`src/rtl/pinlk_pkg.sv`:
```
package pinlk_pkg;

  // Event codes on the input beat.
  typedef enum logic [1:0] {
    CMD_DIGIT = 2'd0,
    CMD_BACK  = 2'd1,
    CMD_ENTER = 2'd2,
    CMD_TICK  = 2'd3
  } cmd_t;

  // Status codes on the result beat.
  localparam logic [2:0] STS_OK         = 3'd0;
  localparam logic [2:0] STS_INCOMPLETE = 3'd1;
  localparam logic [2:0] STS_GRANTED    = 3'd2;
  localparam logic [2:0] STS_WRONG      = 3'd3;
  localparam logic [2:0] STS_LOCKED     = 3'd4;
  localparam logic [2:0] STS_IGNORED    = 3'd5;
  localparam logic [2:0] STS_UNLOCKED   = 3'd6;
  localparam logic [2:0] STS_COUNTING   = 3'd7;

  // Configuration register indexes.
  localparam int CFG_IDX_W  = 2;
  localparam int CFG_DATA_W = 32;
  localparam logic [CFG_IDX_W-1:0] REG_PIN_HASH      = 2'd0;
  localparam logic [CFG_IDX_W-1:0] REG_ATTEMPT_LIMIT = 2'd1;
  localparam logic [CFG_IDX_W-1:0] REG_LOCKOUT_TICKS = 2'd2;

  // Register reset values.
  localparam logic [31:0] RST_PIN_HASH      = 32'h6222_E842;
  localparam logic [3:0]  RST_ATTEMPT_LIMIT = 4'd3;
  localparam logic [7:0]  RST_LOCKOUT_TICKS = 8'd30;

  // Hash constants. The prime 0x01000193 has set bits at 0, 1, 4, 7, 8 and 24,
  // so one multiply is six shifted adds.
  localparam int          HASH_W      = 32;
  localparam logic [31:0] FNV_BASIS   = 32'h811C_9DC5;
  localparam logic [7:0]  ASCII_ZERO  = 8'h30;
  localparam int          PRIME_TERMS = 6;
  localparam logic [2:0]  LAST_TERM   = 3'(PRIME_TERMS - 1);

  function automatic logic [4:0] prime_shift(input logic [2:0] term);
    logic [4:0] sh;
    unique case (term)
      3'd0:    sh = 5'd0;
      3'd1:    sh = 5'd1;
      3'd2:    sh = 5'd4;
      3'd3:    sh = 5'd7;
      3'd4:    sh = 5'd8;
      3'd5:    sh = 5'd24;
      default: sh = 5'd0;
    endcase
    return sh;
  endfunction

  // Controller sequencer states.
  typedef enum logic [1:0] {
    S_IDLE,
    S_HASH,
    S_CHECK,
    S_PUT
  } top_state_t;

  // Hash unit states.
  typedef enum logic [1:0] {
    H_IDLE,
    H_XOR,
    H_MUL
  } hash_state_t;

  // What the hash unit reports back to the controller.
  typedef struct packed {
    logic              done;
    logic [HASH_W-1:0] value;
  } hash_res_t;

endpackage

```
`src/rtl/pinlk_hash.sv`:
```
module pinlk_hash #(
  parameter int PIN_DIGITS = 4,
  localparam int IdxW = (PIN_DIGITS > 1) ? $clog2(PIN_DIGITS) : 1
) (
  input  logic                 clk,
  input  logic                 rst,
  input  logic                 start,
  input  logic [3:0]           digit,
  output logic [IdxW-1:0]      idx,
  output pinlk_pkg::hash_res_t res
);

  localparam logic [IdxW-1:0] LastIdx = IdxW'(PIN_DIGITS - 1);

  pinlk_pkg::hash_state_t state, state_next;

  logic [2:0]                   term;
  logic [pinlk_pkg::HASH_W-1:0] h;
  logic [pinlk_pkg::HASH_W-1:0] m;
  logic [pinlk_pkg::HASH_W-1:0] acc;
  logic [pinlk_pkg::HASH_W-1:0] partial;
  logic [pinlk_pkg::HASH_W-1:0] char_word;
  logic                         last_term;

  // One shifted copy of the operand per cycle.
  assign partial   = m << pinlk_pkg::prime_shift(term);
  assign last_term = (term == pinlk_pkg::LAST_TERM);
  assign char_word = pinlk_pkg::HASH_W'(pinlk_pkg::ASCII_ZERO + {4'b0000, digit});

  // Next state.
  always_comb begin
    state_next = state;
    unique case (state)
      pinlk_pkg::H_IDLE: begin
        if (start) state_next = pinlk_pkg::H_XOR;
      end
      pinlk_pkg::H_XOR: begin
        state_next = pinlk_pkg::H_MUL;
      end
      pinlk_pkg::H_MUL: begin
        if (last_term) begin
          state_next = (idx == LastIdx) ? pinlk_pkg::H_IDLE : pinlk_pkg::H_XOR;
        end
      end
      default: state_next = pinlk_pkg::H_IDLE;
    endcase
  end

  // Outputs: done pulses as the last product of the last character lands.
  always_comb begin
    res.done  = (state == pinlk_pkg::H_MUL) && last_term && (idx == LastIdx);
    res.value = h;
  end

  always_ff @(posedge clk) begin
    if (rst) begin
      state <= pinlk_pkg::H_IDLE;
    end else begin
      state <= state_next;
    end
  end

  // Datapath: fold in one character, then six shifted adds for the multiply.
  always_ff @(posedge clk) begin
    unique case (state)
      pinlk_pkg::H_IDLE: begin
        if (start) begin
          h   <= pinlk_pkg::FNV_BASIS;
          idx <= '0;
        end
      end
      pinlk_pkg::H_XOR: begin
        m    <= h ^ char_word;
        acc  <= '0;
        term <= 3'd0;
      end
      pinlk_pkg::H_MUL: begin
        if (last_term) begin
          h   <= acc + partial;
          idx <= idx + IdxW'(1);
        end else begin
          acc  <= acc + partial;
          term <= term + 3'd1;
        end
      end
      default: begin
        term <= 3'd0;
      end
    endcase
  end

endmodule

```
`src/rtl/pin_entry_lockout_controller_unit.sv`:
```
// A beat that does not check the PIN goes from S_IDLE through S_PUT to the result register;
// a check goes through S_HASH, S_CHECK and S_PUT. No new beat is taken until the sequencer is
// back in S_IDLE, and a check waits on the hash unit, which takes one character and then one
// shifted add of the prime per cycle.
// Reset (synchronous, active high) restores the register defaults, empties the digit count,
// clears attempts and lockout, and drops the result beat; the digit store is not cleared.
module pin_entry_lockout_controller_unit #(
  parameter int PIN_DIGITS = 4
) (
  input  logic                            clk,
  input  logic                            rst,
  input  logic                            cfg_we,
  input  logic [pinlk_pkg::CFG_IDX_W-1:0] cfg_index,
  input  logic [pinlk_pkg::CFG_DATA_W-1:0] cfg_data,
  input  logic                            in_valid,
  output logic                            in_stall,
  input  logic [1:0]                      cmd,
  input  logic [3:0]                      key_digit,
  output logic                            out_valid,
  input  logic                            out_stall,
  output logic [2:0]                      status,
  output logic [2:0]                      digits_held,
  output logic [3:0]                      attempts_used,
  output logic                            is_locked,
  output logic [7:0]                      lock_remaining
);

  localparam int IdxW = (PIN_DIGITS > 1) ? $clog2(PIN_DIGITS) : 1;
  localparam int CntW = $clog2(PIN_DIGITS + 1);
  localparam logic [CntW-1:0] FullCount = CntW'(PIN_DIGITS);
  localparam logic [CntW-1:0] LastCount = CntW'(PIN_DIGITS - 1);

  // Configuration registers.
  logic [31:0] pin_hash;
  logic [3:0]  attempt_limit;
  logic [7:0]  lockout_ticks;

  // Controller state.
  pinlk_pkg::top_state_t state, state_next;
  logic [3:0]      digit_store [PIN_DIGITS];
  logic [CntW-1:0] digit_count, digit_count_next;
  logic [3:0]      attempt_count, attempt_count_next;
  logic            lock_flag, lock_flag_next;
  logic [7:0]      lock_counter, lock_counter_next;
  logic [2:0]      pend_status, pend_status_next;

  logic            in_accept;
  logic            need_check;
  logic            store_we;
  logic            out_load;
  logic            hash_start;
  logic [3:0]      attempt_inc;
  logic [IdxW-1:0] hash_idx;
  pinlk_pkg::hash_res_t hash_res;

  assign in_accept   = in_valid && !in_stall;
  assign attempt_inc = (attempt_count == 4'hF) ? 4'hF : attempt_count + 4'd1;

  // Configuration writes; indexes past the list are dropped.
  always_ff @(posedge clk) begin
    if (rst) begin
      pin_hash      <= pinlk_pkg::RST_PIN_HASH;
      attempt_limit <= pinlk_pkg::RST_ATTEMPT_LIMIT;
      lockout_ticks <= pinlk_pkg::RST_LOCKOUT_TICKS;
    end else if (cfg_we) begin
      if (cfg_index == pinlk_pkg::REG_PIN_HASH)      pin_hash      <= cfg_data;
      if (cfg_index == pinlk_pkg::REG_ATTEMPT_LIMIT) attempt_limit <= cfg_data[3:0];
      if (cfg_index == pinlk_pkg::REG_LOCKOUT_TICKS) lockout_ticks <= cfg_data[7:0];
    end
  end

  // Event decode and the outcome of a check.
  always_comb begin
    digit_count_next   = digit_count;
    attempt_count_next = attempt_count;
    lock_flag_next     = lock_flag;
    lock_counter_next  = lock_counter;
    pend_status_next   = pend_status;
    need_check         = 1'b0;
    store_we           = 1'b0;
    unique case (state)
      pinlk_pkg::S_IDLE: begin
        if (cmd == pinlk_pkg::CMD_TICK) begin
          if (!lock_flag) begin
            pend_status_next = pinlk_pkg::STS_IGNORED;
          end else if (lock_counter <= 8'd1) begin
            lock_counter_next  = 8'd0;
            lock_flag_next     = 1'b0;
            attempt_count_next = 4'd0;
            pend_status_next   = pinlk_pkg::STS_UNLOCKED;
          end else begin
            lock_counter_next = lock_counter - 8'd1;
            pend_status_next  = pinlk_pkg::STS_COUNTING;
          end
        end else if (lock_flag) begin
          pend_status_next = pinlk_pkg::STS_IGNORED;
        end else if (cmd == pinlk_pkg::CMD_DIGIT) begin
          if (digit_count < FullCount) begin
            store_we         = 1'b1;
            digit_count_next = digit_count + CntW'(1);
            need_check       = (digit_count == LastCount);
            pend_status_next = pinlk_pkg::STS_OK;
          end else begin
            pend_status_next = pinlk_pkg::STS_IGNORED;
          end
        end else if (cmd == pinlk_pkg::CMD_BACK) begin
          if (digit_count != '0) digit_count_next = digit_count - CntW'(1);
          pend_status_next = pinlk_pkg::STS_OK;
        end else begin
          if (digit_count < FullCount) begin
            pend_status_next = pinlk_pkg::STS_INCOMPLETE;
          end else begin
            need_check = 1'b1;
          end
        end
      end
      pinlk_pkg::S_CHECK: begin
        digit_count_next = '0;
        if (hash_res.value == pin_hash) begin
          attempt_count_next = 4'd0;
          pend_status_next   = pinlk_pkg::STS_GRANTED;
        end else begin
          attempt_count_next = attempt_inc;
          if (attempt_inc >= attempt_limit) begin
            lock_flag_next    = 1'b1;
            lock_counter_next = lockout_ticks;
            pend_status_next  = pinlk_pkg::STS_LOCKED;
          end else begin
            pend_status_next = pinlk_pkg::STS_WRONG;
          end
        end
      end
      default: begin
        need_check = 1'b0;
      end
    endcase
  end

  // Next state.
  always_comb begin
    state_next = state;
    unique case (state)
      pinlk_pkg::S_IDLE: begin
        if (in_accept) state_next = need_check ? pinlk_pkg::S_HASH : pinlk_pkg::S_PUT;
      end
      pinlk_pkg::S_HASH: begin
        if (hash_res.done) state_next = pinlk_pkg::S_CHECK;
      end
      pinlk_pkg::S_CHECK: begin
        state_next = pinlk_pkg::S_PUT;
      end
      pinlk_pkg::S_PUT: begin
        if (!out_valid || !out_stall) state_next = pinlk_pkg::S_IDLE;
      end
      default: state_next = pinlk_pkg::S_IDLE;
    endcase
  end

  // Outputs of the sequencer.
  always_comb begin
    in_stall   = (state != pinlk_pkg::S_IDLE);
    hash_start = (state == pinlk_pkg::S_IDLE) && in_accept && need_check;
    out_load   = (state == pinlk_pkg::S_PUT) && (!out_valid || !out_stall);
  end

  always_ff @(posedge clk) begin
    if (rst) begin
      state         <= pinlk_pkg::S_IDLE;
      digit_count   <= '0;
      attempt_count <= 4'd0;
      lock_flag     <= 1'b0;
      lock_counter  <= 8'd0;
    end else begin
      state <= state_next;
      if ((state == pinlk_pkg::S_IDLE && in_accept) || state == pinlk_pkg::S_CHECK) begin
        digit_count   <= digit_count_next;
        attempt_count <= attempt_count_next;
        lock_flag     <= lock_flag_next;
        lock_counter  <= lock_counter_next;
      end
    end
  end

  // Pending status and the digit store carry no reset.
  always_ff @(posedge clk) begin
    if ((state == pinlk_pkg::S_IDLE && in_accept) || state == pinlk_pkg::S_CHECK) begin
      pend_status <= pend_status_next;
    end
    if (state == pinlk_pkg::S_IDLE && in_accept && store_we) begin
      digit_store[digit_count[IdxW-1:0]] <= key_digit;
    end
  end

  // Result register: holds the beat until the far side takes it.
  always_ff @(posedge clk) begin
    if (rst) begin
      out_valid <= 1'b0;
    end else if (out_load) begin
      out_valid <= 1'b1;
    end else if (!out_stall) begin
      out_valid <= 1'b0;
    end
  end

  always_ff @(posedge clk) begin
    if (out_load) begin
      status         <= pend_status;
      digits_held    <= 3'(digit_count);
      attempts_used  <= attempt_count;
      is_locked      <= lock_flag;
      lock_remaining <= lock_counter;
    end
  end

  // Serial FNV-1a hash over the held digits.
  pinlk_hash #(
    .PIN_DIGITS(PIN_DIGITS)
  ) u_hash (
    .clk   (clk),
    .rst   (rst),
    .start (hash_start),
    .digit (digit_store[hash_idx]),
    .idx   (hash_idx),
    .res   (hash_res)
  );

endmodule

```
`config.mk`:
```
export PLATFORM = sky130hd
export DESIGN_NAME = pin_entry_lockout_controller_unit
export DESIGN_NICKNAME = d
export VERILOG_FILES = /design/src/rtl/pinlk_pkg.sv /design/src/rtl/pinlk_hash.sv /design/src/rtl/pin_entry_lockout_controller_unit.sv
export SDC_FILE = /design/constraint.sdc
export NUM_CORES = 1
export LEC_CHECK = 0
export BUFFER_PORTS_ARGS = -buffer_cell sky130_fd_sc_hd__buf_2
export CELL_PAD_IN_SITES_DETAIL_PLACEMENT = 0
export CELL_PAD_IN_SITES_GLOBAL_PLACEMENT = 1
export CORE_MARGIN = 1.5
export CORE_UTILIZATION = 44
export CTS_CLUSTER_SIZE = 14
export DETAILED_ROUTE_END_ITERATION = 16
export GPL_TIMING_DRIVEN = 0
export PLACE_DENSITY_LB_ADDON = 0.1
export SYNTH_ARGS = -nofsm -noshare
export SYNTH_HDL_FRONTEND = slang
export SYNTH_SLANG_ARGS = --single-unit
```
`constraint.sdc`:
```
create_clock -name clk -period 4.5 [get_ports clk]
set_input_delay 0.45 -clock clk [delete_from_list [all_inputs] [get_ports clk]]
set_output_delay 0.45 -clock clk [all_outputs]
set_load 0.03 [all_outputs]
```
==> summary.md, run 1 <==
| Metric | Value |
|---|---|
| Launch point of the worst reg-to-reg path | `u_hash.term[2]` |
| Number of port buffers | `64` |
| Post-route worst hold slack | `0.136 ns` |
| Die Area | `27200 sq um` |
| Final weighted congestion of routability-driven global placement | `0.929` |
| Category of the most critical setup path | `flip-flop to flip-flop` |
| Post-Place Cell Area | `12300 sq um` |
| Peak supply drop | `0.428 mV` |
| Pre-CTS setup slack | `-0.788 ns` |
| Share of synthesized area occupied by flip-flops and latches | `47.8%` |
| Post-synth top flop | `sky130_fd_sc_hd__edfxtp_1` |
| Max-capacitance violation count | `0` |
| Power density cells | `416 nW/um^2` |
| Final Skew | `0.0187 ns` |
| Wire length of the first global-routing pass | `51600 um` |
| Data required time at the worst endpoint | `4.85 ns` |
| Non-filler instance count after layout | `1581` |
| Mean cell area of the mapped netlist | `10.2 sq um` |
| Most instantiated cells after synthesis | `142 x sky130_fd_sc_hd__nand2_1, 139 x sky130_fd_sc_hd__edfxtp_1, 88 x sky130_fd_sc_hd__a21oi_1` |
| Clock network latency to the later pin of the worst-skew pair | `0.52 ns` |
| Number of antenna violations at the first check in global routing | `2` |
| First-iteration detailed-routing DRC count | `558` |
| Fraction of post-synthesis cell area in the top cell type by area | `36.2%` |
| Clock Sinks | `206` |
| DP Wirelength | `25600 um` |
| Total nets after synthesis | `1227` |
| Site row count | `59` |
| Clock edge transition at the registers on the reported setup and hold paths | `0.06 ns` |
| Post-synthesis to final-layout area growth | `18.1%` |
| Overflow after GRT | `0` |
| Ports | `66` |
| Endpoint type of the worst setup path | `flip-flop` |
| Hold endpoint | `pin_hash[25]` |
| Maximum number of pins on one net before global-route repair | `34` |
| Slack of the worst reg-to-reg path | `0.14 ns` |
| Pin slew with the least headroom to its limit | `0.908 ns` |
| Final setup violation count | `0` |
| Final worst path period need | `4.36 ns` |
| Area leader, netlist | `sky130_fd_sc_hd__edfxtp_1` |
| Setup slack of the critical path after layout | `0.141 ns` |
| Antenna diode count | `0` |
| Post-synth design cell area | `11500 sq um` |
| H-tree depth reported by CTS | `1` |
| Worst slew slack as a fraction of its limit | `39.4%` |
| Max clock buf depth | `3` |
| Post-synthesis cell type count | `73` |
| Initial Utilization | `44.5%` |
| Core region area | `25900 sq um` |
| Number of flops mapped to enable cells by yosys | `139` |
| Detailed-route DRC error count | `0` |
| Portion of the clock cycle consumed by the worst path in the final layout | `96.9%` |
| Overall routing resource usage | `25.3%` |
| Worst Path Arrival | `4.71 ns` |
| Capturing point of the worst reg2reg path | `u_hash.h[27]` |
| Cell with the most instances after synthesis | `sky130_fd_sc_hd__nand2_1` |
| Largest cells by area after synthesis | `sky130_fd_sc_hd__edfxtp_1 36%, sky130_fd_sc_hd__dfxtp_1 12%, sky130_fd_sc_hd__ha_1 5.8%` |
| Clock tree from TritonCTS | `yes` |
| CTS Root Buffer Type | `sky130_fd_sc_hd__clkbuf_16` |
| Number of global-route vias before repair | `8867` |
| RSZ-0062 raised after global routing | `true` |
| Post-detailed-routing wire length | `33300 um` |
| Class of the worst hold path | `primary input to flip-flop` |
| Total number of vias | `8926` |
| Peak fanout along the critical path | `10` |
| Number of cells on the worst reg-to-reg path | `19` |
| # placed instances | `1528` |
| 1st-pass router iterations | `5` |
| Number of warnings printed during yosys synthesis | `0` |
| Remaining antenna violation count after routing | `0` |
| Number of instances in the synthesized netlist | `1127` |
| Vertical die dimension | `165 um` |
| Finished layout cell area | `13600 sq um` |
| Hold-critical path depth | `3` |
| Fmax achieved | `0.229 GHz` |
| Leakage Power | `5.11 nW` |
| Final hold viol count | `0` |
| Synth async-reset ratio | `0%` |
| Share of final-layout standard cells stronger than drive strength 1 | `18.6%` |
| Number of buffers inserted during clock tree synthesis | `24` |
| Critical path launch point type | `flip-flop` |
| Mean number of vias per cell | `5.65` |
| Run status | `completed` |
| Wirelength per Cell | `21.1 um` |
| Seq cells post-synth | `206` |
| Startpoint of the lowest-slack hold path | `cfg_data[25]` |
| Final count of pins violating max slew | `0` |
| Final net count | `1328` |
| Horizontal die dimension | `165 um` |
## repair_timing
item | in CTS | in global routing
buffers inserted | 6 | 10
setup endpoints to repair | 37 | 33
resized for setup | 46 | 62
pin swaps | 7 | 9
hold buffers | 0 | 0
gates cloned | 0 | 1
## stage by stage
step | util, % | setup TNS (ns) | total power [W]
2_1_floorplan | - | 0 | 0.00326
3_3_place_gp | 47.4 | -17.28 | 0.00365
3_5_place_dp | 47.6 | -15.79 | 0.00366
4_1_cts | 51.4 | 0 | 0.00568
5_1_grt | 52.5 | -0.159 | 0.00596
6_report | 52.5 | 0 | 0.00567
## cells in the final DEF, fill, tap and decap left out, drive strengths merged, types with 15 or more instances in the layout
| master | Yosys | routed |
|---|---|---|
| edfxtp | 139 | 139 |
| nor2 | 85 | 85 |
| nand2 | 142 | 142 |
| xnor2 | 41 | 41 |
| a21oi | 88 | 88 |
| a21o | 23 | 23 |
| nor3 | 32 | 32 |
| buf | 13 | 97 |
| inv | 37 | 39 |
| o21ai | 34 | 34 |
| mux2i | 65 | 65 |
| nand2b | 17 | 17 |
| clkbuf | 43 | 61 |
| and3 | 15 | 15 |
| nand3 | 25 | 25 |
| dfxtp | 67 | 67 |
| ha | 53 | 53 |
## power breakdown
group	internal (W)	total [W]	switching (W)	leakage, nW
Sequential	0.00219	0.00230	0.000114	1.80
Clock	0.00119	0.00199	0.000807	0.382
Combinational	0.000498	0.00137	0.000875	2.93
Total	0.00388	0.00567	0.00179	5.11
## per-layer routing
layer	GRT usage, %	part of all wire (%)
met1	32.8	44
met2	43.9	49
met3	3.47	4.5
met4	7.08	2.6
met5	0	0.030
## registers in the layout, indices dropped and copies added, names as in the netlist, 4 cells and up, named ones only
| name | flops |
|---|---|
| digit_store | 16 |
| pin_hash | 32 |
| u_hash.acc | 32 |
| attempt_limit | 4 |
| attempt_count | 4 |
| attempts_used | 4 |
| lock_counter | 8 |
| u_hash.h | 32 |
| lockout_ticks | 8 |
| u_hash.m | 32 |
| lock_remaining | 8 |
## cell families (layout without fill, tap and decap cells)
kind of cell             count (synthesis)  count (layout)  share of synthesized area (%)
adder cells (fa/ha/maj)                 55              55                           6.10
AND/OR/NAND/NOR                        388             388                           15.9
multiplexers                            85              85                           8.87
flip-flops                             206             206                           47.8
AO/OA/AOI/OAI                          246             246                           13.9
XOR/XNOR                                53              53                           4.03
buffers and inverters                   94             213                           3.34
## worst max path at each step
| stage | from | end | slack, ns | cells after the start |
|---|---|---|---|---|
| floorplan | u_hash.term[2] | u_hash.h[31] | 0.32 | 18 |
| global placement | u_hash.term[0] | u_hash.h[31] | -0.74 | 17 |
| detailed placement | u_hash.term[2] | u_hash.h[29] | -0.79 | 17 |
| CTS | u_hash.term[2] | u_hash.h[31] | 0.006 | 19 |
| global route | u_hash.term[0] | u_hash.h[31] | -0.04 | 17 |
| finish | u_hash.term[2] | u_hash.h[27] | 0.14 | 19 |
## final cells by class
class	count	area, sq um
fillers	2371	12300
clock buffers	27	633
clock inverters	17	171
flip-flops and latches	206	5520
plain buffers	48	265
inverters	38	149
repair buffers	83	480
multi-input cells	827	5980
well taps	335	419
## worst max-delay path, stage by stage (launching register included)
cell,delay (ns)
sky130_fd_sc_hd__edfxtp_1,0.40
sky130_fd_sc_hd__buf_6,0.15
sky130_fd_sc_hd__inv_6,0.08
sky130_fd_sc_hd__ha_4,0.16
sky130_fd_sc_hd__buf_6,0.14
sky130_fd_sc_hd__buf_12,0.14
sky130_fd_sc_hd__mux4_2,0.57
sky130_fd_sc_hd__mux2i_4,0.20
sky130_fd_sc_hd__nor2_1,0.08
sky130_fd_sc_hd__a31oi_1,0.16
sky130_fd_sc_hd__nor2_1,0.08
sky130_fd_sc_hd__ha_1,0.38
sky130_fd_sc_hd__nand2_1,0.09
sky130_fd_sc_hd__o21ai_0,0.11
sky130_fd_sc_hd__a221o_1,0.42
sky130_fd_sc_hd__o211ai_1,0.20
sky130_fd_sc_hd__buf_4,0.16
sky130_fd_sc_hd__a21oi_1,0.09
sky130_fd_sc_hd__or3_4,0.34
sky130_fd_sc_hd__a21oi_4,0.21
(Power assumes the default switching activity.)
==> inputs of run 2 (changes only) <==
--- a/config.mk
+++ b/config.mk
@@ -14,6 +14,8 @@
 export DETAILED_ROUTE_END_ITERATION = 16
 export GPL_TIMING_DRIVEN = 0
 export PLACE_DENSITY_LB_ADDON = 0.1
+export SETUP_SLACK_MARGIN = 0.02
 export SYNTH_ARGS = -nofsm -noshare
 export SYNTH_HDL_FRONTEND = slang
+export SYNTH_HIERARCHICAL = 1
 export SYNTH_SLANG_ARGS = --single-unit
==> summary.md, run 2 <==
| Metric | Value |
|---|---|
| Number of warnings printed during yosys synthesis | `6` |
| Fraction of post-synthesis cell area in the top cell type by area | `36.8%` |
| Leakage Power | `5.27 nW` |
| Data required time at the worst endpoint | `4.81 ns` |
| Synth async-reset ratio | `0%` |
| Category of the most critical setup path | `flip-flop to flip-flop` |
| Mean number of vias per cell | `5.83` |
| Final hold viol count | `0` |
| Post-synthesis to final-layout area growth | `21.6%` |
| Horizontal die dimension | `163 um` |
| Share of synthesized area occupied by flip-flops and latches | `48.3%` |
| Initial Utilization | `44.9%` |
| Worst slew slack as a fraction of its limit | `37.6%` |
| Final weighted congestion of routability-driven global placement | `0.956` |
| Final setup violation count | `0` |
| Cell with the most instances after synthesis | `sky130_fd_sc_hd__nand2_1` |
| Run status | `completed` |
| Ports | `66` |
| Core region area | `25300 sq um` |
| Most frequent cells in the layout | `181 x sky130_fd_sc_hd__nand2_1, 139 x sky130_fd_sc_hd__edfxtp_1, 77 x sky130_fd_sc_hd__a21oi_1, 70 x sky130_fd_sc_hd__nor2_1, 68 x sky130_fd_sc_hd__buf_2` |
| Critical path launch point type | `flip-flop` |
| Number of buffers inserted during clock tree synthesis | `23` |
| Post-Synth XOR/XNOR Area | `4.64%` |
| Remaining antenna violation count after routing | `0` |
| Clock network latency to the later pin of the worst-skew pair | `0.52 ns` |
| Site row count | `58` |
| Most used routing layer | `met2` |
| Final worst path period need | `4.45 ns` |
| Post-synthesis share of cell area spent on full adders, half adders and majority gates | `5.99%` |
| Number of antenna violations at the first check in global routing | `0` |
| H-tree depth reported by CTS | `1` |
| Wire length of the first global-routing pass | `52000 um` |
| Wirelength per Cell | `21.1 um` |
| Die Area | `26700 sq um` |
| Global Route met2 Usage | `39.0%` |
| Number of flops mapped to enable cells by yosys | `139` |
| Non-filler instance count after layout | `1612` |
| Mean cell area of the mapped netlist | `9.96 sq um` |
| Met1 track demand over resource | `38.2%` |
| Max clock buf depth | `3` |
| Area leader, netlist | `sky130_fd_sc_hd__edfxtp_1` |
| Proportion of synthesized area in mux cells | `5.05%` |
| Detailed-route DRC error count | `0` |
| Worst Path Arrival | `4.76 ns` |
| Number of fillers in the final layout | `2301` |
| Number of global-route vias before repair | `8932` |
| Portion of the clock cycle consumed by the worst path in the final layout | `98.8%` |
| Number of port buffers | `64` |
| Met3 Resource Use GR | `3.33%` |
| Most frequent standard cell in the layout excluding fill and tap cells | `sky130_fd_sc_hd__nand2_1` |
| First-iteration detailed-routing DRC count | `896` |
| Most instantiated cells after synthesis | `186 x sky130_fd_sc_hd__nand2_1, 139 x sky130_fd_sc_hd__edfxtp_1, 93 x sky130_fd_sc_hd__a21oi_1` |
| Largest cells by area after synthesis | `sky130_fd_sc_hd__edfxtp_1 37%, sky130_fd_sc_hd__dfxtp_1 11%, sky130_fd_sc_hd__nand2_1 6.2%` |
| Clock tree from TritonCTS | `yes` |
| Post-synth top flop | `sky130_fd_sc_hd__edfxtp_1` |
| Clock Sinks | `204` |
| Post-detailed-routing wire length | `34000 um` |
| Vertical die dimension | `163 um` |
| Antenna diode count | `0` |
| # placed instances | `1533` |
| Overflow after GRT | `0` |
| Sum of negative setup slack | `0 ns` |
| Final count of pins violating max slew | `0` |
| Power density cells | `354 nW/um^2` |
| 1st-pass router iterations | `7` |
| Fraction of the mapped netlist area in simple logic gates | `18.4%` |
| Class of the worst hold path | `primary input to flip-flop` |
| Pin slew with the least headroom to its limit | `0.934 ns` |
| Total number of vias | `9394` |
| Final Skew | `0.0182 ns` |
| RSZ-0062 raised after global routing | `true` |
| Compound-Gate Fraction of Synth Area | `14.6%` |
| Clock edge transition at the registers on the reported setup and hold paths | `0.06 ns` |
| Endpoint type of the worst setup path | `flip-flop` |
| Seq cells post-synth | `204` |
| Total nets after synthesis | `1235` |
| Number of instances in the synthesized netlist | `1137` |
| Overall routing resource usage | `25.5%` |
| Max-capacitance violation count | `0` |
| Peak fanout along the critical path | `10` |
| Post-synth design cell area | `11300 sq um` |
| Peak supply drop | `0.310 mV` |
| Share of final-layout standard cells stronger than drive strength 1 | `22.1%` |
| Main combinational cell family by area after synthesis | `simple AND/OR/NAND/NOR gates` |
| Final net count | `1363` |
| Maximum number of pins on one net before global-route repair | `34` |
| Post-synthesis cell type count | `88` |
| Fmax achieved | `0.225 GHz` |
| DP Wirelength | `25500 um` |
| CTS Root Buffer Type | `sky130_fd_sc_hd__clkbuf_16` |
[run 2: timing repair]
item	CTS	global route
hold buffers	0	0
cloned	1	0
setup buffers	23	17
pin swaps	14	21
setup endpoints to repair	49	29
gates resized for setup	92	71
[run 2: logic make-up after synthesis]
group | Yosys count
AO/OA/AOI/OAI | 254
XOR/XNOR | 60
adder cells (fa/ha/maj) | 53
buffers and inverters | 83
flip-flops | 204
multiplexers | 48
AND/OR/NAND/NOR | 435
[run 2: power by group]
part           leakage, nW  internal (W)  switching [W]  total, W
combinational         3.09      0.000325       0.000604  0.000929
clock                0.339      0.000979       0.000745   0.00172
sequential            1.84       0.00213      0.0000880   0.00222
total                 5.27       0.00343        0.00144   0.00487
[run 2: worst max-delay path: stages, from the launching register on]
cell and delay [ns]:
sky130_fd_sc_hd__edfxtp_1 0.40, sky130_fd_sc_hd__buf_4 0.16, sky130_fd_sc_hd__ha_1 0.21, sky130_fd_sc_hd__ha_4 0.19
sky130_fd_sc_hd__buf_4 0.19, sky130_fd_sc_hd__a21oi_4 0.14, sky130_fd_sc_hd__nor2_2 0.06, sky130_fd_sc_hd__a311oi_2 0.28
sky130_fd_sc_hd__a21oi_2 0.08, sky130_fd_sc_hd__nand2_1 0.09, sky130_fd_sc_hd__and3_4 0.20, sky130_fd_sc_hd__ha_4 0.20
sky130_fd_sc_hd__buf_6 0.12, sky130_fd_sc_hd__a21o_1 0.20, sky130_fd_sc_hd__o21bai_4 0.18, sky130_fd_sc_hd__a22oi_2 0.21
sky130_fd_sc_hd__a211oi_2 0.14, sky130_fd_sc_hd__o311ai_2 0.38, sky130_fd_sc_hd__nand2b_1 0.15, sky130_fd_sc_hd__a311oi_2 0.32
sky130_fd_sc_hd__mux2i_2 0.34
[run 2: worst paths after layout]
path	start	endpoint	slack (ns)	cells past startpoint
min	key_digit[2]	digit_store[2][2]	0.15	1
max	u_hash/term[1]	u_hash/h[30]	0.05	20
max reg2reg	u_hash/term[1]	u_hash/h[30]	0.05	20
min reg2reg	pend_status[1]	status[1]	0.42	0
[run 2: area by class of cell]
cell class                      instances  area, sq um  share of cell area (%)
Clock inverter                          9         50.0                   0.363
Timing Repair Buffer                  107          701                    5.09
Tap cell                              330          413                    3.00
Inverter                               30          113                   0.818
Clock buffer                           33          633                    4.60
Buffer                                 49          318                    2.31
Multi-Input combinational cell        850         6070                    44.1
Sequential cell                       204         5480                    39.7
[run 2: metrics by stage]
stage	total power (W)	instance area (sq um)	util, %	worst slack (ns)	hold slack, ns
final	0.00487	13800	54.5	0.0535	0.153
after global routing	0.00509	13800	54.5	-0.121	0.149
after CTS	0.00487	13300	52.8	0.0291	0.136
after detailed placement	0.00313	12100	48.0	-1.15	0.405
after global placement	0.00312	12100	47.8	-1.15	0.409
after floorplan	0.00284	11300	-	0.276	0.400
[run 2: layer usage]
metal  vias to the layer above  wire length, um
met1                      4573            15700
met2                       357            15200
met4                         0              697
li1                       4432                -
met3                        32             2470
met5                         -                0
